<file path="src/rtl/tss_pkg.sv">
// Shared types and constants for the triangle strip stitcher.
// Depends on nothing; imported by every module of the block.
package tss_pkg;

  localparam int unsigned VW = 32;

  // Output sequence of one join: 18-word bridge, then n1, n2.
  localparam int unsigned SEQ_LEN = 20;
  localparam int unsigned STEP_W  = $clog2(SEQ_LEN);

  localparam logic [STEP_W-1:0] STEP_BRIDGE = STEP_W'(0);
  localparam logic [STEP_W-1:0] STEP_PAIR   = STEP_W'(SEQ_LEN - 2);
  localparam logic [STEP_W-1:0] STEP_SINGLE = STEP_W'(SEQ_LEN - 1);
  localparam logic [STEP_W-1:0] STEP_LAST   = STEP_W'(SEQ_LEN - 1);

  // Job queue depth between front and back.
  localparam int unsigned QDEPTH = 4;
  localparam int unsigned QPTR_W = $clog2(QDEPTH);
  localparam int unsigned QCNT_W = $clog2(QDEPTH + 1);

  // Strip position codes.
  localparam logic [1:0] POS_START = 2'd0;
  localparam logic [1:0] POS_HELD  = 2'd1;
  localparam logic [1:0] POS_EMIT  = 2'd2;

  // Word source codes.
  localparam logic [1:0] SRC_P2 = 2'd0;
  localparam logic [1:0] SRC_P1 = 2'd1;
  localparam logic [1:0] SRC_N1 = 2'd2;
  localparam logic [1:0] SRC_N2 = 2'd3;

  typedef struct packed {
    logic [STEP_W-1:0] first_step;
    logic [VW-1:0]     p1;
    logic [VW-1:0]     p2;
    logic [VW-1:0]     n1;
    logic [VW-1:0]     n2;
  } job_t;

  typedef struct packed {
    logic push;
    job_t job;
  } qwr_t;

  typedef struct packed {
    logic avail;
    job_t job;
  } qrd_t;

  // Source of each word in the join sequence.
  function automatic logic [1:0] seq_src(input logic [STEP_W-1:0] step);
    logic [1:0] src;
    unique case (step)
      5'd0:    src = SRC_P2;
      5'd1:    src = SRC_P1;
      5'd2:    src = SRC_P1;
      5'd3:    src = SRC_P1;
      5'd4:    src = SRC_P1;
      5'd5:    src = SRC_N1;
      5'd6:    src = SRC_P1;
      5'd7:    src = SRC_N1;
      5'd8:    src = SRC_N1;
      5'd9:    src = SRC_N1;
      5'd10:   src = SRC_N1;
      5'd11:   src = SRC_N2;
      5'd12:   src = SRC_N1;
      5'd13:   src = SRC_N2;
      5'd14:   src = SRC_N1;
      5'd15:   src = SRC_N1;
      5'd16:   src = SRC_N1;
      5'd17:   src = SRC_N2;
      5'd18:   src = SRC_N1;
      default: src = SRC_N2;
    endcase
    return src;
  endfunction

endpackage

</file>
<file path="src/rtl/triangle_strip_stitcher.sv">
// Channel  | Direction | Handshake          | Word
// in_      | input     | in_valid/in_stall  | vertex_index, strip_end, empty_strip, batch_start
// out_     | output    | out_valid/out_stall| vertex_out, run_last
//
// One input word is taken per cycle while the four-entry job queue has room.
// The back sequencer emits one output word per cycle while out_ is not stalled: a strip join
// emits the bridge plus n1, n2, a first join without bridge only n1, n2, a later vertex itself.
// Each job goes through the queue and the current-job register into the output register.
// Reset (rst_n low, synchronous) clears strip history, queue and output.
// A stall on out_ holds the output register; the queue absorbs input until full.
//
// Depends on tss_pkg, tss_front, tss_queue and tss_back.
module triangle_strip_stitcher
  import tss_pkg::*;
(
  input  logic          clk,
  input  logic          rst_n,
  input  logic          in_valid,
  output logic          in_stall,
  input  logic [VW-1:0] in_vertex_index,
  input  logic          in_strip_end,
  input  logic          in_empty_strip,
  input  logic          in_batch_start,
  output logic          out_valid,
  input  logic          out_stall,
  output logic [VW-1:0] out_vertex_out,
  output logic          out_run_last
);

  qwr_t qwr;
  qrd_t qrd;
  logic q_full;
  logic q_pop;

  // Front: classify the word against strip history, push a job when it emits.
  tss_front u_front (
    .clk             (clk),
    .rst_n           (rst_n),
    .in_valid        (in_valid),
    .in_vertex_index (in_vertex_index),
    .in_strip_end    (in_strip_end),
    .in_empty_strip  (in_empty_strip),
    .in_batch_start  (in_batch_start),
    .q_full          (q_full),
    .in_stall        (in_stall),
    .qwr             (qwr)
  );

  // Queue: decouple the front from bridge bursts in the back.
  tss_queue u_queue (
    .clk   (clk),
    .rst_n (rst_n),
    .qwr   (qwr),
    .pop   (q_pop),
    .full  (q_full),
    .qrd   (qrd)
  );

  // Back: walk each job's sequence, one word per cycle while out_ is not stalled, into the output register.
  tss_back u_back (
    .clk            (clk),
    .rst_n          (rst_n),
    .qrd            (qrd),
    .pop            (q_pop),
    .out_valid      (out_valid),
    .out_stall      (out_stall),
    .out_vertex_out (out_vertex_out),
    .out_run_last   (out_run_last)
  );

endmodule

</file>
<file path="src/rtl/tss_front.sv">
// Front end: accepts input words, tracks strip history, issues emit jobs.
// Depends on tss_pkg.
module tss_front
  import tss_pkg::*;
(
  input  logic          clk,
  input  logic          rst_n,
  input  logic          in_valid,
  input  logic [VW-1:0] in_vertex_index,
  input  logic          in_strip_end,
  input  logic          in_empty_strip,
  input  logic          in_batch_start,
  input  logic          q_full,
  output logic          in_stall,
  output qwr_t          qwr
);

  logic [VW-1:0] held_first_r, held_first_nxt;
  logic [VW-1:0] tail_last_r, tail_last_nxt;
  logic [VW-1:0] tail_sl_r, tail_sl_nxt;
  logic [1:0]    pos_r, pos_nxt;
  logic          prev_ok_r, prev_ok_nxt;
  logic          accept;

  assign in_stall = q_full;
  assign accept   = in_valid && !q_full;

  always_comb begin
    // Batch start clears history before the word is handled.
    held_first_nxt = in_batch_start ? '0 : held_first_r;
    tail_last_nxt  = in_batch_start ? '0 : tail_last_r;
    tail_sl_nxt    = in_batch_start ? '0 : tail_sl_r;
    pos_nxt        = in_batch_start ? POS_START : pos_r;
    prev_ok_nxt    = in_batch_start ? 1'b0 : prev_ok_r;

    qwr.push           = 1'b0;
    qwr.job.first_step = STEP_SINGLE;
    qwr.job.p1         = tail_last_nxt;
    qwr.job.p2         = tail_sl_nxt;
    qwr.job.n1         = held_first_nxt;
    qwr.job.n2         = in_vertex_index;

    priority if (in_empty_strip) begin
      pos_nxt     = POS_START;
      prev_ok_nxt = 1'b0;
    end else if (pos_nxt == POS_START) begin
      if (in_strip_end) begin
        prev_ok_nxt = 1'b0;
      end else begin
        held_first_nxt = in_vertex_index;
        pos_nxt        = POS_HELD;
      end
    end else begin
      qwr.push = accept;
      if (pos_nxt == POS_HELD) begin
        qwr.job.first_step = prev_ok_nxt ? STEP_BRIDGE : STEP_PAIR;
        tail_sl_nxt        = held_first_nxt;
      end else begin
        tail_sl_nxt = tail_last_nxt;
      end
      tail_last_nxt = in_vertex_index;
      pos_nxt       = POS_EMIT;
      if (in_strip_end) begin
        prev_ok_nxt = 1'b1;
        pos_nxt     = POS_START;
      end
    end
  end

  always_ff @(posedge clk) begin
    if (!rst_n) begin
      pos_r        <= POS_START;
      prev_ok_r    <= 1'b0;
      held_first_r <= '0;
      tail_last_r  <= '0;
      tail_sl_r    <= '0;
    end else if (accept) begin
      pos_r        <= pos_nxt;
      prev_ok_r    <= prev_ok_nxt;
      held_first_r <= held_first_nxt;
      tail_last_r  <= tail_last_nxt;
      tail_sl_r    <= tail_sl_nxt;
    end
  end

endmodule

</file>
<file path="src/rtl/tss_queue.sv">
// Short job queue between front and back end.
// Depends on tss_pkg.
module tss_queue
  import tss_pkg::*;
(
  input  logic clk,
  input  logic rst_n,
  input  qwr_t qwr,
  input  logic pop,
  output logic full,
  output qrd_t qrd
);

  job_t              mem_r [QDEPTH];
  logic [QPTR_W-1:0] wr_ptr_r, rd_ptr_r;
  logic [QCNT_W-1:0] cnt_r;
  logic              do_push, do_pop;

  assign full      = (cnt_r == QCNT_W'(QDEPTH));
  assign qrd.avail = (cnt_r != '0);
  assign qrd.job   = mem_r[rd_ptr_r];
  assign do_push   = qwr.push && !full;
  assign do_pop    = pop && qrd.avail;

  always_ff @(posedge clk) begin
    if (do_push) begin
      mem_r[wr_ptr_r] <= qwr.job;
    end
  end

  always_ff @(posedge clk) begin
    if (!rst_n) begin
      wr_ptr_r <= '0;
      rd_ptr_r <= '0;
      cnt_r    <= '0;
    end else begin
      if (do_push) begin
        wr_ptr_r <= wr_ptr_r + 1'b1;
      end
      if (do_pop) begin
        rd_ptr_r <= rd_ptr_r + 1'b1;
      end
      cnt_r <= cnt_r + QCNT_W'(do_push) - QCNT_W'(do_pop);
    end
  end

endmodule

</file>
<file path="src/rtl/tss_back.sv">
// Back end: steps through each job's word sequence into an output register.
// Depends on tss_pkg.
module tss_back
  import tss_pkg::*;
(
  input  logic          clk,
  input  logic          rst_n,
  input  qrd_t          qrd,
  output logic          pop,
  output logic          out_valid,
  input  logic          out_stall,
  output logic [VW-1:0] out_vertex_out,
  output logic          out_run_last
);

  job_t              cur_job_r;
  logic              cur_valid_r;
  logic [STEP_W-1:0] step_r;
  logic              out_valid_r;
  logic [VW-1:0]     out_vertex_r;
  logic              out_last_r;
  logic              out_free, emit, emit_last;
  logic [VW-1:0]     word;

  assign out_free  = !out_valid_r || !out_stall;
  assign emit      = cur_valid_r && out_free;
  assign emit_last = emit && (step_r == STEP_LAST);
  assign pop       = qrd.avail && (!cur_valid_r || emit_last);

  always_comb begin
    unique case (seq_src(step_r))
      SRC_P2:  word = cur_job_r.p2;
      SRC_P1:  word = cur_job_r.p1;
      SRC_N1:  word = cur_job_r.n1;
      default: word = cur_job_r.n2;
    endcase
  end

  always_ff @(posedge clk) begin
    if (pop) begin
      cur_job_r <= qrd.job;
    end
    if (emit) begin
      out_vertex_r <= word;
      out_last_r   <= (step_r == STEP_LAST);
    end
  end

  always_ff @(posedge clk) begin
    if (!rst_n) begin
      cur_valid_r <= 1'b0;
      step_r      <= '0;
      out_valid_r <= 1'b0;
    end else begin
      if (pop) begin
        cur_valid_r <= 1'b1;
        step_r      <= qrd.job.first_step;
      end else if (emit_last) begin
        cur_valid_r <= 1'b0;
      end else if (emit) begin
        step_r <= step_r + 1'b1;
      end
      if (out_free) begin
        out_valid_r <= cur_valid_r;
      end
    end
  end

  assign out_valid      = out_valid_r;
  assign out_vertex_out = out_vertex_r;
  assign out_run_last   = out_last_r;

endmodule

</file>
<file path="config.mk">
export PLATFORM = sky130hd
export DESIGN_NAME = triangle_strip_stitcher
export DESIGN_NICKNAME = d
export VERILOG_FILES = /design/src/rtl/tss_pkg.sv /design/src/rtl/triangle_strip_stitcher.sv /design/src/rtl/tss_front.sv /design/src/rtl/tss_queue.sv /design/src/rtl/tss_back.sv
export SDC_FILE = /design/constraint.sdc
export NUM_CORES = 1
export LEC_CHECK = 0
export BUFFER_PORTS_ARGS = -buffer_cell sky130_fd_sc_hd__buf_4
export CAP_MARGIN = 25
export CORE_UTILIZATION = 56
export DETAILED_ROUTE_END_ITERATION = 12
export PLACE_DENSITY = 0.74
export SLEW_MARGIN = 20
export SYNTH_ARGS = -nofsm -noshare
export SYNTH_HDL_FRONTEND = slang
export SYNTH_SLANG_ARGS = --single-unit
</file>
<file path="constraint.sdc">
create_clock -name clk -period 5.3 [get_ports clk]
set_input_delay 1.06 -clock clk [delete_from_list [all_inputs] [get_ports clk]]
set_output_delay 1.06 -clock clk [all_outputs]
set_load 0.1 [all_outputs]
</file>
### Word level (Yosys, flattened, before mapping)

Memories as Yosys holds them, arrays and structs flattened. A register that Yosys moved wholly into a read port is not among the register bits.
Cells that the tools add are included.

| operators by class | value |
|---|---|
| muxes and demuxes | 37 |
| reduce and logical (&&, ||, !) cells | 18 |
| equality and inequality tests | 6 |
| $add $sub $neg | 5 |

Operators with widths:

| cell | count |
|---|---|
| 2-to-1 mux 32 bit | 11 |
| case mux 32 bit (3 select lines) | 1 |
| 2-to-1 mux 5 bit | 7 |
| 2-to-1 mux 2 bit | 7 |
| 2-to-1 mux 6 bit | 2 |
| 2-to-1 mux 1 bit | 9 |
| logical AND 1 bit | 6 |
| adder 5 x 1 -> 5 bit, second input constant | 1 |
| == test 5 bit, second input constant | 1 |
| adder 2 x 1 -> 2 bit, second input constant | 2 |
| == test 2 x 1 -> 1 bit, second input constant | 2 |
| logical NOT 1 bit | 4 |
| logical NOT 2 bit | 2 |
| nonzero test 2 bit | 2 |
| adder 3 x 1 -> 3 bit | 1 |
| == test 3 bit, second input constant | 1 |
| nonzero test 3 bit | 1 |
| subtractor 3 x 1 -> 3 bit | 1 |
| == test 2 bit, second input constant | 1 |
| logical OR 1 bit | 2 |
| inequality test 2 bit, second input constant | 1 |
| AND reduction 2 bit | 1 |

| word-level totals | value |
|---|---|
| memories | 2 |
| word-level logic and storage cells | 85 |
| register bits | 274 |
| bits in writable memories | 532 |
| bits of input ports | 39 |
| output and inout bits | 35 |
| memory bits (read-only) | 64 |

Memories:

| name | depth | width | rd ports | clocked after memory_dff | wr ports | line | source |
|---|---|---|---|---|---|---|---|
| u_queue.mem_r | 4 | 133 | 1 | 1 | 1 | tss_queue.sv:14 | `job_t mem_r [QDEPTH];` |
| (name not given) | 32 | 2 | 1 | 1 | 0 | tss_pkg.sv:53 | `unique case (step)` |

### Depth between registers and ports, before layout

| logic depth | value |
|---|---|
| depth after elaboration | 10 |
| gate-level depth with buffers | 12 |
| gate-level depth less buffers | 12 |

### Hierarchy

Synthesis repeated with hierarchy kept, for this count alone.

| unflattened totals | value |
|---|---|
| cells, all modules | 1599 |
| area total of the unflattened synthesis | 30825.8 sq um |

Modules (own cells, without submodules):

| module | times used | area an instance (sq um) | cells an instance | seq. area each (sq um) |
|---|---|---|---|---|
| tss_queue | 1 | 19641.3 | 743 | 16155.5 |
| tss_back | 1 | 6291.0 | 292 | 5014.8 |
| tss_front | 1 | 4893.4 | 564 | 1981.9 |

### Worst setup path before layout

No wires, ideal clock.

| path | value |
|---|---|
| path type | flip-flop to flip-flop |
| from | reg u_queue.cnt_r[2] |
| to | mem u_queue.mem_r[0][0] (netlist bit) (enable) |
| path buffers | 2 |
| required time | 4464 ps |
| cell stages (with the launch flop) | 6 |
| path slack | -262 ps |
| library setup time | 836 ps |
| period minus slack after synthesis | 5562 ps |
| arrival | 4726 ps |
| path through | dfxtp_1 > nor3b_1 > nor2b_1 > buf_2 > clkbuf_1 > and3_1 |

| on the way | value |
|---|---|
| cells in the longest elaborated chain, start to end | 8 |

RTL lines:

| item | line | source |
|---|---|---|
| start, declared | tss_queue.sv:16 | `logic [QCNT_W-1:0] cnt_r;` |
| start signal, assigned | tss_queue.sv:43 | `cnt_r <= cnt_r + QCNT_W'(do_push) - QCNT_W'(do_pop);` |
| == test 3 bit (*) | tss_queue.sv:19 | `assign full = (cnt_r == QCNT_W'(QDEPTH));` |
| via in_stall | triangle_strip_stitcher.sv:19 | `output logic in_stall,` |
| logical NOT 1 bit (*) | tss_front.sv:26, tss_queue.sv:22 |  |
| logical AND 1 bit | tss_front.sv:26 | `assign accept = in_valid && !q_full;` |
| 2-to-1 mux 6 bit | tss_front.sv:46 | `end else if (pos_nxt == POS_START) begin` |
| 2-to-1 mux 6 bit | tss_front.sv:43 | `priority if (in_empty_strip) begin` |
| logical AND 1 bit (*) | tss_queue.sv:22 | `assign do_push = qwr.push && !full;` |
| 2-to-1 mux 1 bit (*) | tss_queue.sv:26 | `if (do_push) begin` |
| 2-to-1 mux 1 bit (not written as such) (*) | tss_queue.sv:27 | `mem_r[wr_ptr_r] <= qwr.job;` |
| end, declared | tss_queue.sv:14 |  |

Mark *: on every way through the listed nets, which the timed path passes. The rest lies on a longest branch.

==> flow_summary_export.csv <==
group,metric,value,unit
logic_synthesis,syn_nets,1565,
die,dieWidth,232,um
clock_tree,cts.clk_slew.worst_paths,0.06,ns
routing,drt-total-wl,57.2,mm
logic_synthesis,syn_inst,1518,
worst_setup_path,cp_top_family,"buffers and inverters",
grt,antenna_found_initial,1,
die,die_h,232,um
placement,dp_cells,2218,
grt,track_usage,22.2,%
cells_and_area,utilization,65.0,%
die,die-area,53800,um^2
clock_tree,root_buffer,"clkbuf_16",
routing,vias,14400,
min_path,whs_endpoint,"u_front.tail_sl_r[8]",
logic_synthesis,yosysSeqAreaShare,76.9,%
sta,setup_viol,0,
worst_setup_path,r2r_slack,1.98,ns
placement,pre_cts_ws,1.63,ns
logic_synthesis,yosysUniqueCellTypes,44,
sta,worst_slack,1.98,ns
routing,drt-vias-per-instance,6.08,
sta,holdWs,0.480,ns
cells_and_area,multi_input_area,6520,um^2
worst_setup_path,path_depth,9,
min_path,worstHoldPathCells,2,
logic_synthesis,ys_ff_latch,798,
clock_tree,clk_latency,0.62,ns
logic_synthesis,post-synth-top-count-cell,"edfxtp_1",
cells_and_area,area_growth,13.7,%
sta,timing.slew.headroom,32.4,%
routing,remaining_drc_errors,0,
sta,period_needed,3.32,ns
clock_tree,cts_tree,"done",
die,coreArea,51800,um^2
power_and_ir_drop,peakVddDrop,422,uV
sta,hold_violations,0,
die,row_count,83,
logic_synthesis,synth_area_leaders,"edfxtp_1 69%, mux4_2 12%, dfxtp_1 7.9%",
worst_setup_path,ff2ff_path_depth,9,
logic_synthesis,synth_top_cells_by_count,"681 x edfxtp_1, 162 x mux4_2, 143 x nor2_1",
placement,port_buffers,73,
worst_setup_path,cp_num_buf_inv,3,
power_and_ir_drop,leakage,10.7,nW
worst_setup_path,critPathRequiredTime,5.77,ns
min_path,min_from,"u_front.tail_sl_r[8]",
sta,fin_crit_sh,62.6,%
logic_synthesis,synth_top_area_share,69.0,%
routing,wl_per_cell,24.2,um
die,initial_core_util,57.2,%
worst_setup_path,start_kind,"flop",
grt,grt_first_pass_wirelength,88.4,mm
power_and_ir_drop,power.total,17.4,mW
clock_tree,post_cts_resized,0,
sta,clock_skew,0.0143,ns
cells_and_area,num-fill-cells,3371,
worst_setup_path,timing.rr.start,"u_back.step_r[0]",
grt,grt_overflow,0,
logic_synthesis,synthArstFlopShare,0,%
logic_synthesis,yosys_warnings,0,
clock_tree,cts_buffers,77,
clock_tree,holdBufCountCts,0,
min_path,hp-class,"reg -> reg",
placement,place.gp.congestion,0.791,
job,drv_cap,0,
cells_and_area,antenna_cells,0,
clock_tree,post_cts_buffers,0,
cells_and_area,final_design_area_no_fill,33700,um^2
placement,dp_hpwl,29.7,mm
worst_setup_path,crit_type,"reg -> reg",
worst_setup_path,critical_path.cell_chain,"ha_1, nand4bb_1, inv_2, o211ai_2, inv_6, buf_4, nand2_1, xor2_1, nor2_1",
logic_synthesis,yosysTopAreaCell,"edfxtp_1",
clock_tree,clockBufferDepth,3,
worst_setup_path,slowest_delay,0.89,ns
sta,worst_pin_slew,1.01,ns
routing,ant_nets,0,
clock_tree,htreeDepth,3,
worst_setup_path,endpoint_kind,"flop",
sta,fin_setup_tns,0,ns
logic_synthesis,synthFlopType,"edfxtp_1",
placement,postPlaceCellArea,31100,um^2
cells_and_area,fin_cells,2361,
clock_tree,cts.sinks,798,
routing,dr.pass1.iters,5,
sta,max_clock_freq,0.301,GHz
die,ios,74,
grt,grt_pass1_vias,15100,
worst_setup_path,worstPathArrival,3.79,ns
grt,grt_start_max_net_pins,71,
worst_setup_path,critPathSlowestCell,"buf_4",
sta,drv_slew,0,
cells_and_area,fin_nets,1664,
status,outcome,"finished, final reports clean",
power_and_ir_drop,power_density,518,nW/um^2
worst_setup_path,worst-path-max-fanout,69,
logic_synthesis,synthesis.area,29600,um^2
logic_synthesis,synth.avg_cell_area,19.5,um^2
cells_and_area,drive_gt1_share,24.4,%
sta,rsz0062_at_grt,"false",
routing,drt-initial-drc-count,1181,
logic_synthesis,synth_edf_count,681,
cells_and_area,seq_area,22800,um^2
-- cell families (layout without fill, tap and decap cells) --
family,after synthesis,in the layout,share of synthesized area (%)
buffers and inverters,99,262,1.34
flip-flops,798,798,76.9
multiplexers,197,197,13.5
adder cells (fa/ha/maj),8,8,0.363
XOR/XNOR,6,6,0.177
AND/OR/NAND/NOR,287,287,4.74
AO/OA/AOI/OAI,123,123,2.91
-- where the power goes --
group	internal, mW	switching, mW
Sequential	7.81	0.412
Clock	3.27	2.28
Combinational	1.39	2.28
Total	12.5	4.97
-- final cells by class --
class                   count  area share, %
flip-flops and latches    798           67.7
inverters                  14          0.175
repair buffers            105           2.53
clock inverters            49           1.45
multi-input cells         621           19.4
clock buffers              94           6.25
well taps                 680           2.53
-- registers in the layout (all words and copies together) (netlist names), named ones only --
register               flops
u_front.tail_sl_r         32
u_front.prev_ok_r          1
u_front.held_first_r      32
u_back.cur_valid_r         1
u_front.pos_r              2
u_front.tail_last_r       32
u_back.out_vertex_out     32
u_queue.wr_ptr_r           2
u_queue.cnt_r              3
u_queue.mem_r            520
u_back.step_r              5
u_back.cur_job_r         128
u_back.out_valid           1
u_queue.rd_ptr_r           2
u_back.out_run_last        1
-- worst reg2reg max path, stage by stage, from the launching register on --
cell	delay, ns
dfxtp_1	0.43
ha_1	0.25
nand4bb_1	0.26
inv_2	0.19
o211ai_2	0.17
inv_6	0.53
buf_4	0.94
nand2_1	0.16
xor2_1	0.18
nor2_1	0.07
-- placed cells by master, fill, tap and decap left out, drive strengths merged, types with 2 or more instances in the layout --
cell type / Yosys / layout
a21boi: 2 / 2
a21oi: 39 / 39
a221o: 2 / 2
a22oi: 36 / 36
a32oi: 29 / 29
and2: 3 / 3
and3: 5 / 5
buf: 29 / 105
bufinv: 0 / 9
clkbuf: 56 / 94
clkinv: 0 / 33
clkinvlp: 0 / 4
dfxtp: 117 / 117
edfxtp: 681 / 681
ha: 7 / 7
inv: 14 / 17
mux2: 3 / 3
mux2i: 32 / 32
mux4: 162 / 162
nand2: 15 / 15
nand2b: 3 / 3
nand3: 3 / 3
nand3b: 3 / 3
nor2: 143 / 143
nor2b: 97 / 97
nor3: 8 / 8
nor3b: 2 / 2
nor4: 3 / 3
o211ai: 2 / 2
o21ai: 6 / 6
o31a: 3 / 3
xnor2: 5 / 5
-- metal layers --
layer / wire (um) / vias to the layer above / GRT usage, %
met5: 9 / - / 0
met4: 1620 / 2 / 8.10
met3: 3220 / 124 / 4.08
met2: 29600 / 481 / 37.9
met1: 22800 / 7481 / 28.7
li1: - / 6262 / -
-- worst max path at each step --
stage / endpoint / slack, ns / start
after global routing: flop / 1.73 / u_back.step_r[0]
after global placement: u_queue.mem_r[0][54] / 1.66 / in_valid
after floorplan: u_queue.mem_r[0][0] / 0.07 / in_batch_start
after CTS: flop / 1.95 / u_back.step_r[0]
after detailed placement: u_queue.mem_r[0][28] / 1.63 / in_valid
final: flop / 1.98 / u_back.step_r[0]
No activity file was read; power rests on OpenSTA's default activity.
